## config.mk

```make
export PLATFORM = sky130hd
export DESIGN_NAME = pdc_div
export DESIGN_NICKNAME = d
export VERILOG_FILES = /design/src/rtl/pair_distance_capacity_unit_defines.svh /design/src/rtl/pdc_pkg.sv /design/src/rtl/pdc_div.sv
export SDC_FILE = /design/constraint.sdc
export NUM_CORES = 1
export LEC_CHECK = 0
export CELL_PAD_IN_SITES_DETAIL_PLACEMENT = 1
export CELL_PAD_IN_SITES_GLOBAL_PLACEMENT = 1
export CORE_MARGIN = 2
export CORE_UTILIZATION = 30
export DETAILED_ROUTE_END_ITERATION = 7
export DONT_BUFFER_PORTS = 1
export GPL_ROUTABILITY_DRIVEN = 0
export GPL_TIMING_DRIVEN = 0
export PLACE_DENSITY_LB_ADDON = 0.08
export REMOVE_ABC_BUFFERS = 1
export SLEW_MARGIN = 20
export SYNTH_ARGS = -nofsm -noshare
export SYNTH_HDL_FRONTEND = slang
export SYNTH_SLANG_ARGS = --single-unit
```

## constraint.sdc

```tcl
create_clock -name clk -period 2.87 [get_ports clk]
set_input_delay 0.4305 -clock clk [delete_from_list [all_inputs] [get_ports clk]]
set_output_delay 0.4305 -clock clk [all_outputs]
set_load 0.02 [all_outputs]
```

## src/rtl/pair_distance_capacity_unit_defines.svh

```systemverilog
// Assertion macros shared by the pair distance capacity RTL
`ifndef PAIR_DISTANCE_CAPACITY_UNIT_DEFINES_SVH
`define PAIR_DISTANCE_CAPACITY_UNIT_DEFINES_SVH

// Same-cycle implication, checked outside reset
`define PDC_ASSERT(lbl, pre, post, msg) \
    lbl: assert property (@(posedge clk) disable iff (!rst_n) (pre) |-> (post)) else $error(msg);

// Next-cycle implication, checked outside reset
`define PDC_ASSERT_NEXT(lbl, pre, post, msg) \
    lbl: assert property (@(posedge clk) disable iff (!rst_n) (pre) |=> (post)) else $error(msg);

`endif

```

## src/rtl/pdc_pkg.sv

```systemverilog
// Shared constants and types for the pair distance capacity unit
`default_nettype none
package pdc_pkg;
    localparam int COORD_BITS_DEF = 16;
    localparam int LIMIT_W        = 17;
    localparam int CAP_W          = 17;
    localparam int FRAC_BITS      = 16;
    localparam int CFG_IDX_W      = 1;

    localparam logic [LIMIT_W-1:0]   NEAR_RESET = 17'h00000;
    localparam logic [LIMIT_W-1:0]   FAR_RESET  = 17'h1FFFF;
    localparam logic [CAP_W-1:0]     CAP_ONE    = 17'h10000;
    localparam logic [CFG_IDX_W-1:0] CFG_NEAR   = 1'b0;
    localparam logic [CFG_IDX_W-1:0] CFG_FAR    = 1'b1;

    typedef struct packed {
        logic too_far;
        logic full;
        logic flat;
    } pdc_flags_t;
endpackage
`default_nettype wire

```

## src/rtl/pdc_div.sv

```systemverilog
// Pipelined restoring divider: floor(num * 2^16 / den) for num <= den
`default_nettype none
module pdc_div (
    input  wire logic                              clk,
    input  wire logic                              rst_n,
    input  wire logic                              ce,
    input  wire logic                              in_valid,
    input  wire logic [pdc_pkg::LIMIT_W-1:0]       num,
    input  wire logic [pdc_pkg::LIMIT_W-1:0]       den,
    input  wire pdc_pkg::pdc_flags_t               in_flags,
    output logic                                   out_valid,
    output logic [pdc_pkg::CAP_W-1:0]              quot,
    output pdc_pkg::pdc_flags_t                    out_flags
);
    import pdc_pkg::*;

    localparam int ST = FRAC_BITS + 1;

    logic [LIMIT_W-1:0] rem_reg   [ST];
    logic [LIMIT_W-1:0] rem_next  [ST];
    logic [CAP_W-1:0]   q_reg     [ST];
    logic [CAP_W-1:0]   q_next    [ST];
    logic [LIMIT_W-1:0] den_reg   [ST];
    logic [LIMIT_W-1:0] den_next  [ST];
    pdc_flags_t         fl_reg    [ST];
    pdc_flags_t         fl_next   [ST];
    logic [ST-1:0]      v_reg;

    // remainder stays below den, so a one-bit left shift fits LIMIT_W+1
    always_comb
    begin
        logic [LIMIT_W:0]   shifted;
        logic [LIMIT_W-1:0] d_in;
        logic [CAP_W-1:0]   q_in;
        logic               ge;
        for (int k = 0; k < ST; k++)
        begin
            if (k == 0)
            begin
                shifted    = {1'b0, num};
                d_in       = den;
                q_in       = '0;
                fl_next[k] = in_flags;
            end
            else
            begin
                shifted    = {rem_reg[k-1], 1'b0};
                d_in       = den_reg[k-1];
                q_in       = q_reg[k-1];
                fl_next[k] = fl_reg[k-1];
            end
            ge          = shifted >= {1'b0, d_in};
            rem_next[k] = ge ? LIMIT_W'(shifted - {1'b0, d_in}) : LIMIT_W'(shifted);
            q_next[k]   = {q_in[CAP_W-2:0], ge};
            den_next[k] = d_in;
        end
    end

    always_ff @(posedge clk)
    begin
        if (ce)
        begin
            for (int k = 0; k < ST; k++)
            begin
                rem_reg[k] <= rem_next[k];
                q_reg[k]   <= q_next[k];
                den_reg[k] <= den_next[k];
                fl_reg[k]  <= fl_next[k];
            end
        end
    end

    always_ff @(posedge clk or negedge rst_n)
    begin
        if (!rst_n)
        begin
            v_reg <= '0;
        end
        else if (ce)
        begin
            v_reg <= {v_reg[ST-2:0], in_valid};
        end
    end

    assign out_valid = v_reg[ST-1];
    assign quot      = q_reg[ST-1];
    assign out_flags = fl_reg[ST-1];
endmodule
`default_nettype wire

```

# ---- After elaboration in Yosys (flattened, before gate mapping)
# Memories as Yosys holds them, arrays and structs flattened.
# Index checks and enable logic that the tools add are counted.
dict set report totals {
  regBits 17
  latch_bits 0
  mem_bits_rw 918
  romBits 0
  out_inout_bits 21
  elab_cells 58
  mem_count 4
}
# memory words width rd rd_ports_with_merged_regs wr line_no
set memory_table {}
lappend memory_table {den_reg 17 17 16 0 17 pdc_div.sv:23} ;# logic [LIMIT_W-1:0] den_reg [ST];
lappend memory_table {q_reg 17 17 17 0 17 pdc_div.sv:21} ;# logic [CAP_W-1:0] q_reg [ST];
lappend memory_table {rem_reg 17 17 16 0 17 pdc_div.sv:19} ;# logic [LIMIT_W-1:0] rem_reg [ST];
lappend memory_table {fl_reg 17 3 17 0 17 pdc_div.sv:25} ;# pdc_flags_t fl_reg [ST];
dict set report classes {
  n_addsub 17
  mul 0
  n_div 0
  n_lt_le_gt_ge 17
  eq_ne 0
  shifts 0
  muxes 19
  n_bitwise 0
  reduce_logical 0
}
# op n
set op_table {}
lappend op_table {{2-to-1 mux 17 bit} 17}
lappend op_table {{subtractor 17 bit} 17}
lappend op_table {{>= comparator 18 x 17 -> 1 bit} 16}
lappend op_table {{>= comparator 17 bit} 1}
lappend op_table {{2-to-1 mux 1 bit} 2}

# ---- Longest topological paths before layout
# An unclocked memory read counts as a cell.
dict set report depth {
  word_depth 3
  depth_mapped 12
  depth_no_buf 11
}

# ---- Least setup slack after synthesis
# Ideal clock, no wire load.
dict set report synth_path {
  kind {input port to flip-flop}
  startpoint {input den[1] (netlist name)}
  endpoint {memory rem_reg[0][10], data pin}
  setup_ns 0.260
  arrival_time_ns 2.762
  required_ns 2.610
  setup_slack_ns -0.152
  path_stages 11
  path_buffers 1
  cell_sequence {inv_1 > ha_1 > nor2b_1 > o31a_1 > o31a_1 > o41ai_4 > o41ai_1 > a221oi_2 > o21ai_2 > buf_6 > mux2_4}
}
# item line_no
set synth_lines {}
lappend synth_lines {{from (decl)} pdc_div.sv:9} ;# input wire logic [pdc_pkg::LIMIT_W-1:0] den,
lappend synth_lines {{to (decl)} pdc_div.sv:19}

==> metrics.md <==
| Metric | Value |
|---|---|
| Status | `finished, violations left` |
| Failing checks | `max-slew violations, negative setup slack` |
| Filler instances | `around 14,000` |
| Die area | `roughly 0.14 mm²` |
| Total wire length | `approximately 98,000 µm` |
| H-Tree Depth | `3` |
| Via density per instance | `4.80` |
| Cell Area, Synth | `0.0398 mm²` |
| DRC viols | `0` |
| Clock power share | `between 20% and 30%` |
| CP Launch Type | `flop` |
| Register-to-Register Path Depth | `10` |
| Period utilisation layout | `102%` |
| Int Pwr | `~35 mW` |
| DP Worst Slack | `-1.06 ns` |
| Finished Core Util | `between 30% and 40%` |
| Total power | `between 50 and 60 mW` |
| Unrepaired setup endpoints after global routing | `yes` |
| Period minus WS final | `between 2 and 3 ns` |
| Register area share after synthesis | `about 57%` |
| Routed len/inst | `18.5 µm` |
| CP endpoint kind | `flop` |
| Post-synth EDFFs | `around 750` |
| Power Density | `about 1100 mW/mm²` |
| IO Count | `between 60 and 70` |
| Starting density of the core | `a little under a third` |
| CTS tree | `done` |
| Final hold slack | `0.127 ns` |
| Critical path class | `reg2reg` |
| Die H | `between 300 and 400 µm` |
| Combinational power share | `between 40% and 50%` |
| Buf/Inv on CP | `1` |
| First-pass GRT wire length | `about 150,000 µm` |
| Initial antenna violation count | `1` |
| Number of synthesized register bits | `between 700 and 800` |
| Sequential cell area | `0.0229 mm²` |
| Fin worst setup slack | `-0.0545 ns` |
| CP startpoint | `rem_reg[0][103]` |
| Syn avg cell area | `roughly 13 µm²` |
| Ys flop type | `edfxtp_1` |
| Routed vias | `25,300` |
| Req. time, crit path | `between 3 and 4 ns` |
| HP Start | `den[1]` |
| Hold WC Path Type | `in2reg` |
| Commonest non-fill, non-tap cell in the layout | `edfxtp_1` |
| Max-slew violations | `35` |
| Core area | `0.132 mm²` |
| Worst-Margin Slew | `between 1.5 and 2 ns` |
| Layout area overhead | `22.1%` |
| Antenna diodes | `0` |
| Leakage | `~19 nW` |
| Nets | `roughly 3,800` |
| CTS clk-pin slew, worst paths | `approximately 0.06 ns` |
| R2R Path Start | `rem_reg[0][103]` |
| Critical path peak fanout | `7` |
| Ys async rst share | `2.22%` |
| Slowest CP cell | `or4b_4` |
| Placed cell count | `approximately 4,900` |
| Reg power frac | `between 30 and 40%` |
| Switch Pwr | `around 19 mW` |
| Root Driver | `clkbuf_16` |
| WP depth | `10` |
| TritonRoute pass-1 iters | `5` |
| Clk buf depth | `3` |
| Layout cells sized above 1 | `around a fifth` |
| Final Hold Fails | `0` |
| DP HPWL | `64,700 µm` |
| Slew Limit Headroom | `-1.75%` |
| Die width | `roughly 370 µm` |
| Unique masters post-synth | `74` |
| Max_cap viols | `0` |
| Worst path cell trace | `ha_4, nor2b_4, o21a_1, o21ai_2, a21oi_4, nor2_4, a21oi_2, or4b_4, buf_12, mux2_4` |
| Synth Warn # | `0` |
| Gr usage total | `around 14%` |
| Commonest non-fill, non-tap cells in the layout | `748 x edfxtp_1, 340 x inv_1, 252 x ha_1, 176 x nor2_1, 176 x a21oi_1` |
| Fin cells | `5,278` |
| Multi-input gate area | `0.0172 mm²` |
| Sink Count | `765` |
| Vias in the first global route | `about 27,000` |
| DR iter-0 viols | `approximately 1,400` |
| Largest net degree at the start of global routing | `749` |
| Worst skew pair latency | `about 0.68 ns` |
| Maximum VDD drop | `approximately 0.00047 V` |
| Grt total ovfl | `0` |
| Cts bufs inserted | `a little over 90` |
| Worst Skew | `between 0.015 and 0.02 ns` |
| Synth Instances | `roughly 3,200` |
| F_max | `~340 MHz` |
| Final ANT Viol Nets | `0` |
| Rows | `133` |
| Setup Viol. Count Final | `23` |
| Hold depth | `2` |
| Sw frac | `35.0%` |
| PortBufs | `0` |
| Critical Path AT | `around 3.4 ns` |
| Worst path top cell family by delay | `simple AND/OR/NAND/NOR gates` |
| Critical path's largest stage delay | `0.55 ns` |
[final cells by class]
type / count / share of cell area [%]
clock inverters: 45 / 1.16
repair buffers: 210 / 4.14
clock buffers: 118 / 5.00
flip-flops and latches: 765 / 47.1
inverters: 354 / 2.73
multi-input cells: 2031 / 35.4
well taps: 1755 / 4.51
[synth_stat cells (all sizes together), types with 25 or more instances]
cell | n | area share (%)
nor2b | 50 | 0.79
mux2 | 175 | 5.0
a211oi | 30 | 0.57
and3 | 25 | 0.39
a31oi | 25 | 0.39
nand2 | 124 | 1.2
a21o | 96 | 1.8
nor3 | 59 | 0.75
a21oi | 208 | 2.6
xnor2 | 134 | 2.9
nor2 | 181 | 1.7
ha | 288 | 9.0
o21ai | 157 | 2.0
xor2 | 70 | 1.5
inv | 354 | 3.3
edfxtp | 748 | 56
nand2b | 41 | 0.64
o21a | 50 | 0.94
nand3 | 36 | 0.45
clkbuf | 31 | 0.29
[what timing repair did]
| item | in CTS | in global routing |
|---|---|---|
| hold buffers | 41 | 1 |
| pin swaps | 52 | 87 |
| endpoints found under the setup margin | 261 | 226 |
| cloned | 10 | 2 |
| buffers inserted | 86 | 70 |
| endpoints found under the hold margin | 68 | 10 |
| gates resized for setup | 192 | 191 |
[cells by family after synthesis]
family | synth area share [%]
flops | 57.4
compound gates | 11.4
simple gates | 7.74
buf+inv | 3.79
fa+ha+maj | 9.85
xor+xnor | 4.48
mux | 5.31
[through the flow]
step | instance area [µm²] | setup TNS [ns]
finish | 48600 | -0.536
global route | 48600 | -4.89
floorplan | 39700 | -44.50
global placement | 41900 | -298.82
detailed placement | 42000 | -147.72
CTS | 47200 | -1.33
[power groups by stage]
| stage | Clock [mW] | Sequential (mW) | Combinational (mW) |
|---|---|---|---|
| 6_report | 11.7 | 17.8 | 24.1 |
| 3_3_place_gp | 0 | 18.0 | 18.7 |
| 5_1_grt | 12.6 | 18.1 | 26.7 |
| 4_1_cts | 12.2 | 17.9 | 22.3 |
| 3_5_place_dp | 0 | 18.0 | 19.5 |
| 2_1_floorplan | 0 | 17.1 | 14.8 |
[worst paths after layout]
kind / slack, ns / endpoint
setup / recovery: -0.05 / rem_reg[0][123]
hold / removal: 0.13 / rem_reg[0][1]
setup reg to reg: -0.05 / rem_reg[0][123]
hold reg to reg: 0.41 / fl_reg[0][36]
max in group asynchronous: 2.12 / v_reg[16]
min in group asynchronous: 0.27 / v_reg[6]
[layer usage]
layer	share of wire, %	up-vias	GRT usage [%]
li1	-	12300	-
met3	2.9	123	2.58
met1	47	12700	18.7
met4	2.0	2	3.40
met5	0.016	-	0
met2	49	239	23.7
(Power assumes the default switching activity.)
