File: config.mk
export PLATFORM = sky130hd
export DESIGN_NAME = pdc_dist
export DESIGN_NICKNAME = d
export VERILOG_FILES = /design/src/rtl/pair_distance_capacity_unit_defines.svh /design/src/rtl/pdc_pkg.sv /design/src/rtl/pdc_dist.sv
export SDC_FILE = /design/constraint.sdc
export NUM_CORES = 2
export LEC_CHECK = 0
export ABC_AREA = 1
export BUFFER_PORTS_ARGS = -buffer_cell sky130_fd_sc_hd__buf_4
export CAP_MARGIN = 20
export CORE_ASPECT_RATIO = 0.8
export CORE_MARGIN = 10
export CORE_UTILIZATION = 55
export CTS_BUF_LIST = sky130_fd_sc_hd__clkbuf_4
export DETAILED_ROUTE_END_ITERATION = 16
export GPL_ROUTABILITY_DRIVEN = 0
export HOLD_SLACK_MARGIN = 0.15
export PLACE_DENSITY = 0.81
export REMOVE_ABC_BUFFERS = 1
export SLEW_MARGIN = 20
export SYNTH_ARGS = -nofsm -noshare
export SYNTH_HDL_FRONTEND = slang
export SYNTH_SLANG_ARGS = --single-unit
export TNS_END_PERCENT = 20
File: constraint.sdc
create_clock -name clk -period 7.27 [get_ports clk]
set_input_delay 0.3635 -clock clk [delete_from_list [all_inputs] [get_ports clk]]
set_output_delay 0.3635 -clock clk [all_outputs]
set_load 0.02 [all_outputs]
File: src/rtl/pair_distance_capacity_unit_defines.svh
// Assertion macros shared by the pair distance capacity RTL
`ifndef PAIR_DISTANCE_CAPACITY_UNIT_DEFINES_SVH
`define PAIR_DISTANCE_CAPACITY_UNIT_DEFINES_SVH

// Same-cycle implication, checked outside reset
`define PDC_ASSERT(lbl, pre, post, msg) \
    lbl: assert property (@(posedge clk) disable iff (!rst_n) (pre) |-> (post)) else $error(msg);

// Next-cycle implication, checked outside reset
`define PDC_ASSERT_NEXT(lbl, pre, post, msg) \
    lbl: assert property (@(posedge clk) disable iff (!rst_n) (pre) |=> (post)) else $error(msg);

`endif

File: src/rtl/pdc_pkg.sv
// Shared constants and types for the pair distance capacity unit
`default_nettype none
package pdc_pkg;
    localparam int COORD_BITS_DEF = 16;
    localparam int LIMIT_W        = 17;
    localparam int CAP_W          = 17;
    localparam int FRAC_BITS      = 16;
    localparam int CFG_IDX_W      = 1;

    localparam logic [LIMIT_W-1:0]   NEAR_RESET = 17'h00000;
    localparam logic [LIMIT_W-1:0]   FAR_RESET  = 17'h1FFFF;
    localparam logic [CAP_W-1:0]     CAP_ONE    = 17'h10000;
    localparam logic [CFG_IDX_W-1:0] CFG_NEAR   = 1'b0;
    localparam logic [CFG_IDX_W-1:0] CFG_FAR    = 1'b1;

    typedef struct packed {
        logic too_far;
        logic full;
        logic flat;
    } pdc_flags_t;
endpackage
`default_nettype wire

File: src/rtl/pdc_dist.sv
// Pipelined floored Euclidean distance between two 3D points
`default_nettype none
module pdc_dist #(
    parameter int COORD_BITS = pdc_pkg::COORD_BITS_DEF
) (
    input  wire logic                           clk,
    input  wire logic                           rst_n,
    input  wire logic                           ce,
    input  wire logic                           in_valid,
    input  wire logic [5:0][COORD_BITS-1:0]     coords,   // a x,y,z then b x,y,z
    output logic                                out_valid,
    output logic [COORD_BITS+1:0]               distance
);
    localparam int CW   = COORD_BITS;
    localparam int DW   = CW + 1;
    localparam int SQW  = 2 * DW;
    localparam int RW   = CW + 2;
    localparam int NW   = 2 * RW;
    localparam int REMW = RW + 3;

    logic [DW-1:0]   abs_reg  [3];
    logic [DW-1:0]   abs_next [3];
    logic [SQW-1:0]  sq_reg   [3];
    logic [NW-1:0]   sum_reg;
    logic [2:0]      front_v_reg;

    logic [REMW-1:0] rem_reg   [RW];
    logic [REMW-1:0] rem_next  [RW];
    logic [RW-1:0]   root_reg  [RW];
    logic [RW-1:0]   root_next [RW];
    logic [NW-1:0]   rad_reg   [RW];
    logic [NW-1:0]   rad_next  [RW];
    logic [RW-1:0]   sv_reg;

    always_comb
    begin
        logic signed [DW-1:0] diff;
        for (int j = 0; j < 3; j++)
        begin
            diff = $signed({coords[j][CW-1], coords[j]})
                 - $signed({coords[j+3][CW-1], coords[j+3]});
            abs_next[j] = diff[DW-1] ? DW'(-diff) : DW'(diff);
        end
    end

    // one root bit per stage, two radicand bits consumed each time
    always_comb
    begin
        logic [REMW-1:0] rem_in;
        logic [RW-1:0]   root_in;
        logic [NW-1:0]   rad_in;
        logic [REMW-1:0] shifted;
        logic [REMW-1:0] trial;
        for (int k = 0; k < RW; k++)
        begin
            if (k == 0)
            begin
                rem_in  = '0;
                root_in = '0;
                rad_in  = sum_reg;
            end
            else
            begin
                rem_in  = rem_reg[k-1];
                root_in = root_reg[k-1];
                rad_in  = rad_reg[k-1];
            end
            shifted = {rem_in[REMW-3:0], rad_in[NW-1:NW-2]};
            trial   = {1'b0, root_in, 2'b01};
            if (shifted >= trial)
            begin
                rem_next[k]  = shifted - trial;
                root_next[k] = {root_in[RW-2:0], 1'b1};
            end
            else
            begin
                rem_next[k]  = shifted;
                root_next[k] = {root_in[RW-2:0], 1'b0};
            end
            rad_next[k] = {rad_in[NW-3:0], 2'b00};
        end
    end

    always_ff @(posedge clk)
    begin
        if (ce)
        begin
            for (int j = 0; j < 3; j++)
            begin
                abs_reg[j] <= abs_next[j];
                sq_reg[j]  <= SQW'(abs_reg[j]) * SQW'(abs_reg[j]);
            end
            sum_reg <= NW'(sq_reg[0]) + NW'(sq_reg[1]) + NW'(sq_reg[2]);
            for (int k = 0; k < RW; k++)
            begin
                rem_reg[k]  <= rem_next[k];
                root_reg[k] <= root_next[k];
                rad_reg[k]  <= rad_next[k];
            end
        end
    end

    always_ff @(posedge clk or negedge rst_n)
    begin
        if (!rst_n)
        begin
            front_v_reg <= '0;
            sv_reg      <= '0;
        end
        else if (ce)
        begin
            front_v_reg <= {front_v_reg[1:0], in_valid};
            sv_reg      <= {sv_reg[RW-2:0], front_v_reg[2]};
        end
    end

    assign out_valid = sv_reg[RW-1];
    assign distance  = root_reg[RW-1];
endmodule
`default_nettype wire

* Yosys cells after proc, flatten, opt, wreduce, memory -nomap -nowiden
Memory sizes are Yosys's and may differ from the RTL's.
Cells that the tools add are included.
W data, S select, Z words.
** Word-level totals
- Register bits after elaboration :: 57
- RAM bits :: 1467
- Input port bits :: 100
- Logic and storage cells :: 96
- Memories :: 5
** Memory list
- rad_reg :: words 18, bits a word 34, rd ports 17, clocked after Yosys merged registers in 0, write ports 18, RTL line pdc_dist.sv:31 : logic [NW-1:0] rad_reg [RW];
- rem_reg :: words 18, bits a word 21, rd ports 17, clocked after Yosys merged registers in 0, write ports 18, RTL line pdc_dist.sv:27 : logic [REMW-1:0] rem_reg [RW];
- root_reg :: words 18, bits a word 18, rd ports 18, clocked after Yosys merged registers in 0, write ports 18, RTL line pdc_dist.sv:29 : logic [RW-1:0] root_reg [RW];
- sq_reg :: words 3, bits a word 34, rd ports 3, clocked after Yosys merged registers in 0, write ports 3, RTL line pdc_dist.sv:23 : logic [SQW-1:0] sq_reg [3];
- abs_reg :: words 3, bits a word 17, rd ports 3, clocked after Yosys merged registers in 0, write ports 3, RTL line pdc_dist.sv:21 : logic [DW-1:0] abs_reg [3];
** Cells by class
- Add/sub/neg operators :: 26
- Multipliers :: 3
- Order comparisons :: 18
- Muxes and demuxes :: 41
** Operator list (count)
- $mux W21 :: 18
- $ge A21 B20 Y1 :: 17
- $sub A21 B20 Y21 :: 17
- $mul A17 B17 Y34 :: 3
- $mux W17 :: 3
- $neg A17 Y17 :: 3
- $sub A16 B16 Y17 :: 3
- $add A35 B34 Y36 :: 1
- $add A34 B34 Y35 :: 1
- $mux W1 :: 20
- $sub A2 B1 Y3 const B :: 1
- $ge A2 B1 Y1 const B :: 1

* Longest topological paths before layout
- Depth after elaboration :: 3
- Gate-level depth with buffers :: 28
- Gate-level depth less buffers :: 26

* Worst setup path after synthesis
Ideal clock, no wire load.
- Path type :: reg2reg
- Start :: memory abs_reg[0][7] (netlist bit)
- End :: memory sq_reg[0][32] (netlist bit), data pin
- Arrival :: 5340 ps
- Required time :: 7005 ps
- Path slack :: 1665 ps
- Cell stages (with the launch flop) :: 21
- Path buffers :: 2
- Path through :: edfxtp_1 > clkbuf_1 > clkbuf_1 > nand2_1 > fa_1 > inv_1 > fa_1 > inv_1 > fa_1 > inv_1 > fa_1 > fa_1 > inv_1 > fa_1 > inv_1 > ha_1 > nand2_1 > nor4_1 > a21oi_1 > o21ai_0 > xor2_1
** RTL lines (RTL line)
- from (decl) :: pdc_dist.sv:21
- to (decl) :: pdc_dist.sv:23

==> impl_metrics.py <==
metrics = {
    "status": {
        "status": "completed",
    },
    "global_routing": {
        "grt_overflow": 0,
        "grt_pass1_vias": 58500,
        "grt_pass1_wl_um": 279000,
        "grt_max_degree": 200,
        "grtUsageTotal": 0.215,
        "antenna_found_initial": 2,
    },
    "clock_tree": {
        "cts_tree": "built",
        "numCtsBuffers": 227,
        "clk_pin_slew_ps": 80,
        "cts.repair.resized": 0,
        "cts.sinks": 985,
        "cts_max_level": 4,
        "ctsRootBufferMaster": "clkbuf_4",
        "clk_path_buf_depth": 3,
        "worstSkewPairLatency_ps": 1190,
    },
    "synth": {
        "synth_warnings": 0,
        "yosys.area.top_type": "edfxtp_1",
        "syn_area_per_cell_um2": 9.32,
        "synthTopCellsByArea": "edfxtp_1 38%, fa_1 16%, ha_1 9.8%, inv_1 8.9%, nand2_1 8.6%",
        "synth_edf_count": 964,
        "ys_seq_area_frac": 0.385,
        "synthesis.area_um2": 76600,
        "synth_ff_type": "edfxtp_1",
        "yosys-top-cells-count": "1814 x inv_1, 1756 x nand2_1, 964 x edfxtp_1, 608 x fa_1, 598 x ha_1",
        "ys_ff_latch": 985,
        "async_flop_share": 0.0213,
        "postSynthCellCount": 8218,
        "synth.distinct_cells": 76,
        "synth_top_area_frac": 0.378,
        "synthMostInstantiatedCell": "inv_1",
    },
    "sta": {
        "fmax_ghz": 0.159,
        "hold_viol": 0,
        "fin_crit_ps": 6290,
        "slew_headroom": 0.248,
        "setup_viol": 0,
        "tightest_slew_ps": 1130,
        "grt_setup_unrepaired": "no",
        "drv_slew": 0,
        "final.setup.tns_ps": 0,
        "fin_worst_skew_ps": 110,
        "fin_crit_sh": 0.865,
    },
    "placement": {
        "dp_hpwl_um": 128000,
        "port_buffers": 118,
    },
    "job": {
        "drv_cap": 0,
    },
    "cells_and_area": {
        "largest_reg_flops": 306,
        "layout-drive-gt1-share": 0.0699,
        "syn_to_final_growth_pct": 10.3,
        "fin_nets": 9957,
    },
    "route": {
        "via_per_inst": 5.37,
        "post-route-drc-count": 0,
        "drt_iter0_markers": 5430,
        "routed_wl_um": 169000,
        "drt_pass1_iterations": 7,
        "wl_per_cell_um": 15.8,
        "antenna_left": 0,
        "via_count": 57400,
    },
    "floorplan": {
        "core_area_um2": 138000,
        "die-area_um2": 155000,
        "die_h_um": 354,
        "dieWidth_um": 437,
        "rows": 122,
        "num_io_pins": 119,
        "initial_core_util": 0.554,
    },
    "critical_path": {
        "start_kind": "flip-flop",
        "worst_ep_required_time_ps": 8180,
        "cp_slowest_stage_delay_ps": 820,
        "path_buf_inv": 6,
        "critPathSlowestCell": "edfxtp_1",
        "crit_chain": "nand2_1 -> fa_1 -> inv_1 -> fa_1 -> inv_1 -> fa_1 -> inv_1 -> ha_1 -> fa_1 -> inv_1 -> fa_1 -> inv_1 -> ha_1 -> nand2_1 -> inv_1 -> nand3_1 -> o21ai_0 -> nand2_1 -> o21ai_0 -> xor2_1",
        "critPathCaptureType": "flip-flop",
        "critical_path_arrival_ps": 7200,
        "cpMostUsedCell": "inv_1",
        "cpLargestDelayFamily": "adder cells",
        "cp_max_fo": 17,
        "critical_path_class": "flip-flop to flip-flop",
    },
    "hold_path": {
        "hold_class": "primary input to flip-flop",
    },
}
-- cell families after synthesis --
kind of cell | share of synthesized area
AO/OA/AOI/OAI | 0.0675
XOR/XNOR | 0.0426
adder cells (fa/ha/maj) | 0.257
buffers and inverters | 0.0989
flip-flops | 0.385
multiplexers | 0.000147
other | 0.0000489
AND/OR/NAND/NOR | 0.150
-- per-stage QoR --
| stage | utilization | setup WS (ps) | cell area (µm²) | hold WS [ps] | instances |
|---|---|---|---|---|---|
| finish | 0.611 | 981 | 84500 | 315 | 10700 |
| global route | 0.611 | 738 | 84500 | 248 | 10700 |
| CTS | 0.611 | 1200 | 84400 | 165 | 10700 |
| detailed placement | 0.573 | 1220 | 79300 | 261 | 10100 |
| global placement | 0.573 | 1330 | 79300 | 254 | 10100 |
| floorplan | - | 1890 | 75900 | 67.9 | 8068 |
-- path summary, 6_finish.rpt --
check	startpoint	to	slack, ps	cells after the start
hold reg to reg	rad_reg[0][30]$_DFFE_PP_	rad_reg[1][32]$_DFFE_PP_	330	0
min in group asynchronous	rst_n	sv_reg[12]$_DFFE_PN0P_	430	3
setup reg to reg	abs_reg[0][38]$_DFFE_PP_	sq_reg[0][90]$_DFFE_PP_	980	20
setup / recovery	abs_reg[0][38]$_DFFE_PP_	sq_reg[0][90]$_DFFE_PP_	980	20
max in group asynchronous	rst_n	sv_reg[8]$_DFFE_PN0P_	6280	3
hold / removal	coords[0]	abs_reg[0][0]$_DFFE_PP_	320	5
-- cells in the final DEF, fill, tap and decap left out, drive strengths merged, types with 93 or more instances in the layout --
| cell | netlist | final |
|---|---|---|
| fa | 608 | 608 |
| a21oi | 376 | 376 |
| dlygate4sd3 | 0 | 225 |
| nor2 | 461 | 461 |
| edfxtp | 964 | 964 |
| clkbuf | 112 | 328 |
| inv | 1827 | 1835 |
| nor3 | 93 | 93 |
| o21ai | 362 | 362 |
| nand2 | 1774 | 1774 |
| xor2 | 245 | 245 |
| ha | 598 | 598 |
| buf | 38 | 129 |
| xnor2 | 125 | 125 |
| nand3 | 270 | 270 |
-- layer usage --
metal | share of wire | up-vias | GRT usage | wire [µm]
met1 | 0.40 | 27200 | 0.266 | 66600
met4 | 0.039 | 0 | 0.0919 | 6640
met3 | 0.076 | 509 | 0.0407 | 12800
met5 | 0 | - | 0 | 0
li1 | - | 27100 | - | -
met2 | 0.49 | 2547 | 0.367 | 82400
-- cell type report --
cell class / count / area [µm²]
tap: 1860 / 2330
clock buffer: 328 / 2460
inverter: 1828 / 6860
fill: 10800 / 53800
antenna: 6 / 15.0
sequential: 985 / 29500
timing repair buffer: 354 / 3280
clock inverter: 72 / 473
multi-input combinational: 5255 / 39600
-- worst register-to-register path: stages (launching register included) --
cell      delay [ps]
edfxtp_1         820
nand2_1          230
fa_1             600
inv_1             60
fa_1             540
inv_1             50
fa_1             500
inv_1             50
ha_1             290
fa_1             500
inv_1             60
fa_1             480
inv_1             40
ha_1             350
nand2_1          100
inv_1             90
nand3_1          130
o21ai_0          510
nand2_1          160
o21ai_0          240
xor2_1           260
-- timing repair --
item	in CTS	in global routing
endpoints found under the hold margin	340	0
buffers inserted	0	0
hold buffers	225	0
endpoints found under the setup margin	0	0
Power is not shown: default switching activity piles up to over one toggle a cycle in this logic, so the estimate is an artifact.
